[src/design/pol_pkg.sv]
// Package for the positional ordered list: sizes, operation and status codes,
// and the command word passed from the front end to the back end.
// Used by every module of the block; depends on nothing.
package pol_pkg;

   localparam int DEPTH = 32;
   localparam int IDX_W = $clog2(DEPTH);
   localparam int CNT_W = ($clog2(DEPTH + 1) > 6) ? $clog2(DEPTH + 1) : 6;
   localparam int VALUE_W = 32;
   localparam int LOC_W = 6;
   localparam int STATUS_W = 2;
   localparam int ENTRY_COUNT_W = 6;
   localparam int Q_DEPTH = 4;
   localparam int Q_PTR_W = $clog2(Q_DEPTH);

   localparam logic OP_INSERT = 1'b0;
   localparam logic OP_DELETE = 1'b1;

   localparam logic [STATUS_W-1:0] STATUS_OK = 2'd0;
   localparam logic [STATUS_W-1:0] STATUS_BADLOC = 2'd1;
   localparam logic [STATUS_W-1:0] STATUS_EMPTY = 2'd2;
   localparam logic [STATUS_W-1:0] STATUS_FULL = 2'd3;

   typedef enum logic [1:0] {
      KIND_INSERT,
      KIND_DELETE,
      KIND_ERROR
   } kind_type;

   typedef enum logic {
      BK_IDLE,
      BK_EMIT
   } state_type;

   typedef struct packed {
      kind_type kind;
      logic [STATUS_W-1:0] status;
      logic [IDX_W-1:0] pos;
      logic signed [VALUE_W-1:0] value;
      logic [CNT_W-1:0] count;
   } cmd_type;

endpackage

[src/design/pol_front.sv]
// Front end of the positional ordered list: checks each incoming word against
// its own copy of the entry count and turns it into a command for the back end.
// Depends on pol_pkg.
module pol_front (
   input  logic                          clock,
   input  logic                          reset,
   input  logic                          req_push,
   output logic                          req_full,
   input  logic                          req_opcode,
   input  logic signed [pol_pkg::VALUE_W-1:0] req_value,
   input  logic [pol_pkg::LOC_W-1:0]     req_location,
   input  logic                          req_place_after,
   input  logic                          q_full,
   output logic                          q_push,
   output pol_pkg::cmd_type              q_cmd
);
   import pol_pkg::*;

   logic [CNT_W-1:0] count_ff, count_in;
   logic [CNT_W-1:0] loc_ext;
   logic loc_bad;
   cmd_type cmd;

   assign loc_ext = CNT_W'(req_location);
   assign loc_bad = (loc_ext == '0) || (loc_ext > count_ff);

   // The count only changes on a successful command, so the front end can
   // track it ahead of the back end without waiting for the shift to happen.
   always_comb begin
      cmd.kind = KIND_ERROR;
      cmd.status = STATUS_OK;
      cmd.pos = '0;
      cmd.value = req_value;
      cmd.count = count_ff;
      if (req_opcode == OP_INSERT) begin
         if (count_ff >= CNT_W'(DEPTH)) begin
            cmd.status = STATUS_FULL;
         end else if (count_ff == '0) begin
            cmd.kind = KIND_INSERT;
            cmd.count = count_ff + CNT_W'(1);
         end else if (loc_bad) begin
            cmd.status = STATUS_BADLOC;
         end else begin
            cmd.kind = KIND_INSERT;
            cmd.pos = req_place_after ? IDX_W'(loc_ext) : IDX_W'(loc_ext - CNT_W'(1));
            cmd.count = count_ff + CNT_W'(1);
         end
      end else begin
         if (count_ff == '0) begin
            cmd.status = STATUS_EMPTY;
         end else if (loc_bad) begin
            cmd.status = STATUS_BADLOC;
         end else begin
            cmd.kind = KIND_DELETE;
            cmd.pos = IDX_W'(loc_ext - CNT_W'(1));
            cmd.count = count_ff - CNT_W'(1);
         end
      end
   end

   assign req_full = q_full;
   assign q_push = req_push && !q_full;
   assign q_cmd = cmd;
   assign count_in = q_push ? cmd.count : count_ff;

   always_ff @(posedge clock) begin
      if (reset) begin
         count_ff <= '0;
      end else begin
         count_ff <= count_in;
      end
   end

endmodule

[src/design/pol_queue.sv]
// Short command queue between the front end and the back end of the
// positional ordered list. Depends on pol_pkg.
module pol_queue (
   input  logic             clock,
   input  logic             reset,
   input  logic             push,
   input  pol_pkg::cmd_type push_cmd,
   output logic             full,
   input  logic             pop,
   output pol_pkg::cmd_type pop_cmd,
   output logic             empty
);
   import pol_pkg::*;

   cmd_type slots_ff [Q_DEPTH];
   logic [Q_PTR_W-1:0] wr_ptr_ff, wr_ptr_in;
   logic [Q_PTR_W-1:0] rd_ptr_ff, rd_ptr_in;
   logic [Q_PTR_W:0] fill_ff, fill_in;
   logic do_push, do_pop;

   assign full = (fill_ff == (Q_PTR_W + 1)'(Q_DEPTH));
   assign empty = (fill_ff == '0);
   assign do_push = push && !full;
   assign do_pop = pop && !empty;
   assign pop_cmd = slots_ff[rd_ptr_ff];

   always_comb begin
      wr_ptr_in = do_push ? wr_ptr_ff + Q_PTR_W'(1) : wr_ptr_ff;
      rd_ptr_in = do_pop ? rd_ptr_ff + Q_PTR_W'(1) : rd_ptr_ff;
      fill_in = fill_ff;
      if (do_push && !do_pop) begin
         fill_in = fill_ff + (Q_PTR_W + 1)'(1);
      end else if (do_pop && !do_push) begin
         fill_in = fill_ff - (Q_PTR_W + 1)'(1);
      end
   end

   always_ff @(posedge clock) begin
      if (reset) begin
         wr_ptr_ff <= '0;
         rd_ptr_ff <= '0;
         fill_ff <= '0;
      end else begin
         wr_ptr_ff <= wr_ptr_in;
         rd_ptr_ff <= rd_ptr_in;
         fill_ff <= fill_in;
      end
   end

   always_ff @(posedge clock) begin
      if (do_push) begin
         slots_ff[wr_ptr_ff] <= push_cmd;
      end
   end

endmodule

[src/design/pol_back.sv]
// Back end of the positional ordered list: applies each command to the shifting
// entry array and streams the result words through an output register.
// Depends on pol_pkg.
module pol_back (
   input  logic                               clock,
   input  logic                               reset,
   input  logic                               q_empty,
   input  pol_pkg::cmd_type                   q_cmd,
   output logic                               q_pop,
   output logic                               rsp_empty,
   input  logic                               rsp_pop,
   output logic [pol_pkg::STATUS_W-1:0]       rsp_status,
   output logic [pol_pkg::ENTRY_COUNT_W-1:0]  rsp_entry_count,
   output logic                               rsp_entry_valid,
   output logic signed [pol_pkg::VALUE_W-1:0] rsp_entry_value,
   output logic                               rsp_last
);
   import pol_pkg::*;

   state_type state_ff, state_in;
   cmd_type cmd_ff, cmd_in;
   logic [IDX_W-1:0] idx_ff, idx_in;
   logic signed [VALUE_W-1:0] entries_ff [DEPTH];
   logic signed [VALUE_W-1:0] entries_in [DEPTH];

   logic out_valid_ff, out_valid_in;
   logic [STATUS_W-1:0] out_status_ff, out_status_in;
   logic [ENTRY_COUNT_W-1:0] out_count_ff, out_count_in;
   logic out_entry_valid_ff, out_entry_valid_in;
   logic signed [VALUE_W-1:0] out_value_ff, out_value_in;
   logic out_last_ff, out_last_in;

   logic emit, single, at_last;

   // Errors and an emptied list give a single word without an entry.
   assign single = (cmd_ff.kind == KIND_ERROR) || (cmd_ff.count == '0);
   assign at_last = single || ((CNT_W'(idx_ff) + CNT_W'(1)) == cmd_ff.count);

   always_comb begin
      state_in = state_ff;
      cmd_in = cmd_ff;
      idx_in = idx_ff;
      q_pop = 1'b0;
      emit = 1'b0;
      case (state_ff)
         BK_IDLE: begin
            if (!q_empty) begin
               q_pop = 1'b1;
               cmd_in = q_cmd;
               idx_in = '0;
               state_in = BK_EMIT;
            end
         end
         BK_EMIT: begin
            if (!out_valid_ff || rsp_pop) begin
               emit = 1'b1;
               idx_in = idx_ff + IDX_W'(1);
               if (at_last) begin
                  state_in = BK_IDLE;
               end
            end
         end
         default: begin
            state_in = BK_IDLE;
         end
      endcase
   end

   // The whole shift for one command happens in the cycle it leaves the queue.
   always_comb begin
      for (int i = 0; i < DEPTH; i++) begin
         entries_in[i] = entries_ff[i];
      end
      if (q_pop && q_cmd.kind == KIND_INSERT) begin
         for (int i = 1; i < DEPTH; i++) begin
            if (IDX_W'(i) > q_cmd.pos) begin
               entries_in[i] = entries_ff[i - 1];
            end
         end
         entries_in[q_cmd.pos] = q_cmd.value;
      end else if (q_pop && q_cmd.kind == KIND_DELETE) begin
         for (int i = 0; i < DEPTH - 1; i++) begin
            if (IDX_W'(i) >= q_cmd.pos) begin
               entries_in[i] = entries_ff[i + 1];
            end
         end
      end
   end

   always_comb begin
      out_valid_in = out_valid_ff;
      out_status_in = out_status_ff;
      out_count_in = out_count_ff;
      out_entry_valid_in = out_entry_valid_ff;
      out_value_in = out_value_ff;
      out_last_in = out_last_ff;
      if (emit) begin
         out_valid_in = 1'b1;
         out_status_in = cmd_ff.status;
         out_count_in = cmd_ff.count[ENTRY_COUNT_W-1:0];
         out_entry_valid_in = !single;
         out_value_in = single ? '0 : entries_ff[idx_ff];
         out_last_in = at_last;
      end else if (rsp_pop) begin
         out_valid_in = 1'b0;
      end
   end

   always_ff @(posedge clock) begin
      if (reset) begin
         state_ff <= BK_IDLE;
         out_valid_ff <= 1'b0;
      end else begin
         state_ff <= state_in;
         out_valid_ff <= out_valid_in;
      end
   end

   always_ff @(posedge clock) begin
      cmd_ff <= cmd_in;
      idx_ff <= idx_in;
      out_status_ff <= out_status_in;
      out_count_ff <= out_count_in;
      out_entry_valid_ff <= out_entry_valid_in;
      out_value_ff <= out_value_in;
      out_last_ff <= out_last_in;
      for (int i = 0; i < DEPTH; i++) begin
         entries_ff[i] <= entries_in[i];
      end
   end

   assign rsp_empty = !out_valid_ff;
   assign rsp_status = out_status_ff;
   assign rsp_entry_count = out_count_ff;
   assign rsp_entry_valid = out_entry_valid_ff;
   assign rsp_entry_value = out_value_ff;
   assign rsp_last = out_last_ff;

   // The dump index never runs past the live part of the list.
   a_idx_in_range: assert property (@(posedge clock) disable iff (reset)
      (state_ff == BK_EMIT && !single) |-> (CNT_W'(idx_ff) < cmd_ff.count))
      else $error("dump index beyond entry count");

   // After the final word of a command the sequencer returns to idle.
   a_last_ends: assert property (@(posedge clock) disable iff (reset)
      (emit && at_last) |=> (state_ff == BK_IDLE))
      else $error("sequencer did not return to idle after last word");

   // A word is only written into the output register when it is free or drained.
   a_no_overwrite: assert property (@(posedge clock) disable iff (reset)
      (out_valid_ff && !rsp_pop && state_ff == BK_EMIT) |=> $stable(out_value_ff))
      else $error("pending result word overwritten");

endmodule

[src/design/positional_ordered_list_top.sv]
// Positional ordered list: an ordered list of signed 32-bit values kept in a
// shifting register array. A request passes the command queue, the back end's
// command register and the output register, then one result word per cycle
// while rsp_pop drains the output; no new command starts before the last word.
// Synchronous active-high reset empties the list and the command queue.
module positional_ordered_list_top (
   input  logic                               clock,
   input  logic                               reset,
   input  logic                               req_push,
   output logic                               req_full,
   input  logic                               req_opcode,
   input  logic signed [pol_pkg::VALUE_W-1:0] req_value,
   input  logic [pol_pkg::LOC_W-1:0]          req_location,
   input  logic                               req_place_after,
   output logic                               rsp_empty,
   input  logic                               rsp_pop,
   output logic [pol_pkg::STATUS_W-1:0]       rsp_status,
   output logic [pol_pkg::ENTRY_COUNT_W-1:0]  rsp_entry_count,
   output logic                               rsp_entry_valid,
   output logic signed [pol_pkg::VALUE_W-1:0] rsp_entry_value,
   output logic                               rsp_last
);
   import pol_pkg::*;

   logic q_full, q_push, q_pop, q_empty;
   cmd_type push_cmd, pop_cmd;

   pol_front u_front (
      .clock(clock),
      .reset(reset),
      .req_push(req_push),
      .req_full(req_full),
      .req_opcode(req_opcode),
      .req_value(req_value),
      .req_location(req_location),
      .req_place_after(req_place_after),
      .q_full(q_full),
      .q_push(q_push),
      .q_cmd(push_cmd)
   );

   pol_queue u_queue (
      .clock(clock),
      .reset(reset),
      .push(q_push),
      .push_cmd(push_cmd),
      .full(q_full),
      .pop(q_pop),
      .pop_cmd(pop_cmd),
      .empty(q_empty)
   );

   pol_back u_back (
      .clock(clock),
      .reset(reset),
      .q_empty(q_empty),
      .q_cmd(pop_cmd),
      .q_pop(q_pop),
      .rsp_empty(rsp_empty),
      .rsp_pop(rsp_pop),
      .rsp_status(rsp_status),
      .rsp_entry_count(rsp_entry_count),
      .rsp_entry_valid(rsp_entry_valid),
      .rsp_entry_value(rsp_entry_value),
      .rsp_last(rsp_last)
   );

endmodule
[config.mk]
export PLATFORM = sky130hd
export DESIGN_NAME = positional_ordered_list_top
export DESIGN_NICKNAME = d
export VERILOG_FILES = /design/src/design/pol_pkg.sv /design/src/design/pol_front.sv /design/src/design/pol_queue.sv /design/src/design/pol_back.sv /design/src/design/positional_ordered_list_top.sv
export SDC_FILE = /design/constraint.sdc
export NUM_CORES = 2
export LEC_CHECK = 0
export BUFFER_PORTS_ARGS = -buffer_cell sky130_fd_sc_hd__buf_2
export CAP_MARGIN = 20
export CORE_MARGIN = 8
export CORE_UTILIZATION = 27
export DETAILED_ROUTE_END_ITERATION = 8
export SETUP_SLACK_MARGIN = 0.2
export SYNTH_ARGS = -nofsm -noshare
export SYNTH_HDL_FRONTEND = slang
export SYNTH_SLANG_ARGS = --single-unit
[constraint.sdc]
create_clock -name clock -period 4.4 [get_ports clock]
set_clock_uncertainty 0.2 [all_clocks]
set_input_delay 0.66 -clock clock [delete_from_list [all_inputs] [get_ports clock]]
set_output_delay 0.66 -clock clock [all_outputs]
set_load 0.02 [all_outputs]
==> PnR_summary.wiki <==
{| class="wikitable"
! Metric !! Value
|-
| Clock transition at path regs || 60 ps
|-
| Period Utilization, post-route || 90.30%
|-
| Power density normalized to cell area || 769.6 mW/mm^2
|-
| Maximum number of pins on one net before global-route repair || 219
|-
| Warning count from the yosys run || 0
|-
| Mapped Cells || 5160
|-
| Setup slack, reg-to-reg || 430 ps
|-
| Xor-xnor portion of the synthesized cell area || 0.2099%
|-
| Startpoint of the tightest hold check path || reset
|-
| Critical setup path kind || reg2reg
|-
| Total via count after detailed routing || 50600
|-
| Detailed Routing Iterations Pass 1 || 9
|-
| CTS tree || done
|-
| Buffer levels on the longest clock path || 3
|-
| Share of the core filled with cells || 31.08%
|-
| Number of buffers and inverters on the critical path || 2
|-
| Total global routing track utilization || 17.28%
|-
| Worst hold-check path type || in2reg
|-
| Highest-delay cell along the critical path || nand2_1
|-
| Area share of fa/ha/maj cells after synthesis || 0.3487%
|-
| Total CTS buffers || 143
|-
| Worst Reg-to-Reg Cells || 7
|-
| Worst Setup End Kind || flip-flop
|-
| Cell Area, Synth || 0.06675 mm^2
|-
| Maximum fanout count along the critical path || 43
|-
| Top Family by Delay on Critical Path || simple AND/OR/NAND/NOR gates
|-
| Antenna violations before repair || 7
|-
| I/O pin count || 88
|-
| First-pass GRT wire length || 346600 um
|-
| Logic depth of the worst setup path including buffers || 7
|-
| Failing checks || DRC
|-
| Nets@finish || 5172
|-
| Global placement routability congestion || 0.8936
|-
| Fraction of synthesis flops using an asynchronous set or reset pin || 0%
|-
| Final number of setup-violating endpoints || 0
|-
| Remaining Overflow, GRT || 0
|-
| Via count of the first global-routing pass || 49020
|-
| Floorplan row count || 182
|-
| Arrival @ worst endpoint || 4370 ps
|-
| Wire length per cell after detailed routing || 28.43 um
|-
| Result of the run || complete, but fails checks
|-
| Count of pins over their slew limit || 0
|-
| Clock latency on the worst-skew pair || 800 ps
|-
| Most used DFF post-synth || edfxtp_1
|-
| Static power due to leakage || 24.39 nW
|-
| Area of the die || 0.2634 mm^2
|-
| Max Fclk || 251.7 MHz
|-
| Placed insts || 8152
|-
| Hold Path Depth || 2
|-
| Shortest clock period the worst path allows after layout || 3973 ps
|-
| Average via count per standard cell || 5.998
|-
| Residual DRC || 4
|-
| Count of distinct cell types in the synthesized netlist || 65
|-
| Post-route worst hold slack || 98.08 ps
|-
| Starting utilization of the core area || 27.14%
|-
| Die height || 513.2 um
|-
| Slowest Stage Delay on Critical Path || 600 ps
|-
| Width of the chip || 513.2 um
|-
| Number of enable-type register cells in the synthesized netlist || 1269
|-
| CP Data Required Time || 4800 ps
|-
| Seq/Total Area, Yosys || 57.60%
|-
| Total Wirelength || 239800 um
|-
| Fraction of the mapped netlist area in compound gates || 14.77%
|-
| Post-DP HPWL || 151800 um
|-
| RSZ-0062 raised after global routing || no
|-
| Combinational family with the most area after synthesis || compound AO/OA/AOI/OAI gates
|-
| Simple-gate share of the synthesized area || 9.631%
|-
| Overall power consumption || 0.05882 W
|-
| Area inside the core boundary || 0.2459 mm^2
|-
| Slew at the pin closest to its max-slew limit || 1127 ps
|-
| Setup fix buffers added after clock tree synthesis || 0
|-
| Count of endpoints failing hold in the final timing report || 0
|-
| Peak supply drop || 0.6100 mV
|-
| Count of placed standard cells in the final layout, fillers left out || 8435
|-
| Number of levels the H-tree was split into || 4
|-
| Clock Sinks || 1286
|-
| Slew Limit Headroom || 24.88%
|-
| Type of element launching the critical path || flip-flop
|-
| Antenna Nets Post-Route || 0
|-
| Library cell used as clock root buffer || clkbuf_16
|-
| IO buf count || 87
|-
| Mux cell area share after synthesis || 13.08%
|-
| DR iter-0 viols || 8709
|-
| Max-cap violations || 0
|-
| Synthesized net count || 5222
|-
| Layout cell share with drive strength beyond 1 || 19.36%
|-
| Avg Cell Area, Syn || 12.94 um^2
|-
| Layout Area Growth over Synthesis || 14.50%
|-
| # resized after CTS || 0
|-
| Number of storage elements in the synthesis netlist || 1286
|-
| Series of cell instances along the critical path || mux4_2 -> or3_2 -> or2_4 -> inv_8 -> buf_12 -> nand2_1 -> o21ai_0
|-
| Setup TNS Final || 0 ps
|}
==> worst reg2reg max path: cells and delay by family (launching register included) <==
family	cells	cell delay (ps)
buf+inv	2	670
mux	1	550
simple gates	3	1440
flops	1	490
compound gates	1	450
==> cell type report <==
class | instances | area [um^2]
clock buffer | 184 | 3890
antenna | 4 | 10.01
sequential | 1286 | 38450
fill | 24200 | 169500
timing repair buffer | 360 | 3181
multi-input combinational | 3233 | 25910
inverter | 86 | 330.3
clock inverter | 62 | 626.9
tap | 3220 | 4029
==> report_power, final <==
group	internal [W]	total (W)	switching [W]
Clock	0.00678	0.0120	0.00518
Sequential	0.0188	0.0214	0.00251
Combinational	0.00949	0.0255	0.0160
==> layout by cell type, fill, tap and decap left out, types with 32 or more instances in the layout <==
master | Yosys | layout
buf_4 | 27 | 191
clkbuf_16 | 0 | 149
o21ai_0 | 39 | 38
a221o_1 | 411 | 411
mux4_2 | 367 | 367
a22o_1 | 32 | 32
o211ai_1 | 177 | 177
nand2_1 | 479 | 477
clkbuf_1 | 254 | 32
a221oi_1 | 247 | 247
buf_2 | 219 | 87
dlygate4sd3_1 | 0 | 33
nand3_1 | 55 | 51
a222oi_1 | 64 | 64
inv_1 | 84 | 80
a21o_1 | 34 | 34
edfxtp_1 | 1269 | 1269
mux2_2 | 36 | 36
nor2_1 | 1001 | 977
buf_12 | 0 | 49
a21oi_1 | 120 | 109
==> flip-flops by register name (all words and copies together), names as in the netlist, named ones only <==
register,count
u_back.rsp_last,1
u_back.idx_ff,5
u_queue.slots_ff,188
u_queue.fill_ff,3
u_back.state_ff,1
u_front.count_ff,6
u_back.rsp_status,2
u_back.rsp_entry_value,32
u_queue.wr_ptr_ff,2
u_back.entries_ff,1024
u_queue.rd_ptr_ff,2
u_back.cmd_ff,10
u_back.out_valid_ff,1
u_back.rsp_entry_count,6
u_back.rsp_entry_valid,1
==> path summary, 6_finish.rpt <==
kind	to
max	u_back.entries_ff[0][30]
min reg2reg	u_back.rsp_status[0]
max reg2reg	u_back.entries_ff[0][30]
min	u_queue.fill_ff[0]
==> routing by layer <==
| layer | vias up | global-route usage, % | part of all wire, % |
|---|---|---|---|
| met5 | - | 0.1261 | 0.0088 |
| met4 | 4 | 6.043 | 3.6 |
| met3 | 578 | 4.965 | 13 |
| met2 | 3958 | 26.52 | 45 |
| met1 | 25630 | 23.38 | 39 |
| li1 | 20430 | - | - |
==> Yosys cell counts (4+ instances only) <==
| cell type | number | area, um^2 |
|---|---|---|
| edfxtp_1 | 1269 | 38110 |
| nor2_1 | 1001 | 3757 |
| nand2_1 | 479 | 1798 |
| a221o_1 | 411 | 4114 |
| mux4_2 | 367 | 8265 |
| clkbuf_1 | 254 | 953.4 |
| a221oi_1 | 247 | 2163 |
| buf_2 | 219 | 1096 |
| o211ai_1 | 177 | 1329 |
| a21oi_1 | 120 | 600.6 |
| inv_1 | 84 | 315.3 |
| a222oi_1 | 64 | 640.6 |
| nand3_1 | 55 | 275.3 |
| o21ai_0 | 39 | 195.2 |
| buf_1 | 38 | 142.6 |
| mux2_2 | 36 | 405.4 |
| a21o_1 | 34 | 255.2 |
| a22o_1 | 32 | 280.3 |
| buf_4 | 27 | 202.7 |
| nor3_1 | 18 | 90.09 |
| buf_6 | 17 | 191.4 |
| dfxtp_1 | 17 | 340.3 |
| ha_1 | 17 | 212.7 |
| and2_1 | 16 | 100.1 |
| nor2b_1 | 9 | 56.30 |
| or3_1 | 9 | 56.30 |
| xor2_1 | 9 | 78.83 |
| and3_1 | 8 | 50.05 |
| o21ai_1 | 8 | 40.04 |
| xnor2_1 | 7 | 61.31 |
| mux2i_1 | 6 | 60.06 |
| a31oi_1 | 5 | 31.28 |
| a21oi_2 | 4 | 35.03 |
==> through the flow <==
step / setup slack [ps] / instance area [um^2]
global route: 329.6 / 76420
detailed placement: 504.2 / 71570
floorplan: 282.8 / 66780
finish: 426.8 / 76430
CTS: 498.8 / 76420
global placement: 585.3 / 71570
==> repair_timing <==
item                                    4_1_cts  5_1_grt
hold buffers                                 33        0
hold endpoints to repair                    129        0
endpoints found under the setup margin        0        0
==> cells by family (layout without fill, tap and decap cells) <==
logic type	Yosys count	in the layout
simple gates	1628	1628
mux	409	409
other cells	0	4
fa+ha+maj	18	18
flops	1286	1286
buf+inv	641	692
xor+xnor	16	16
compound gates	1162	1162
(Power assumes the default switching activity.)
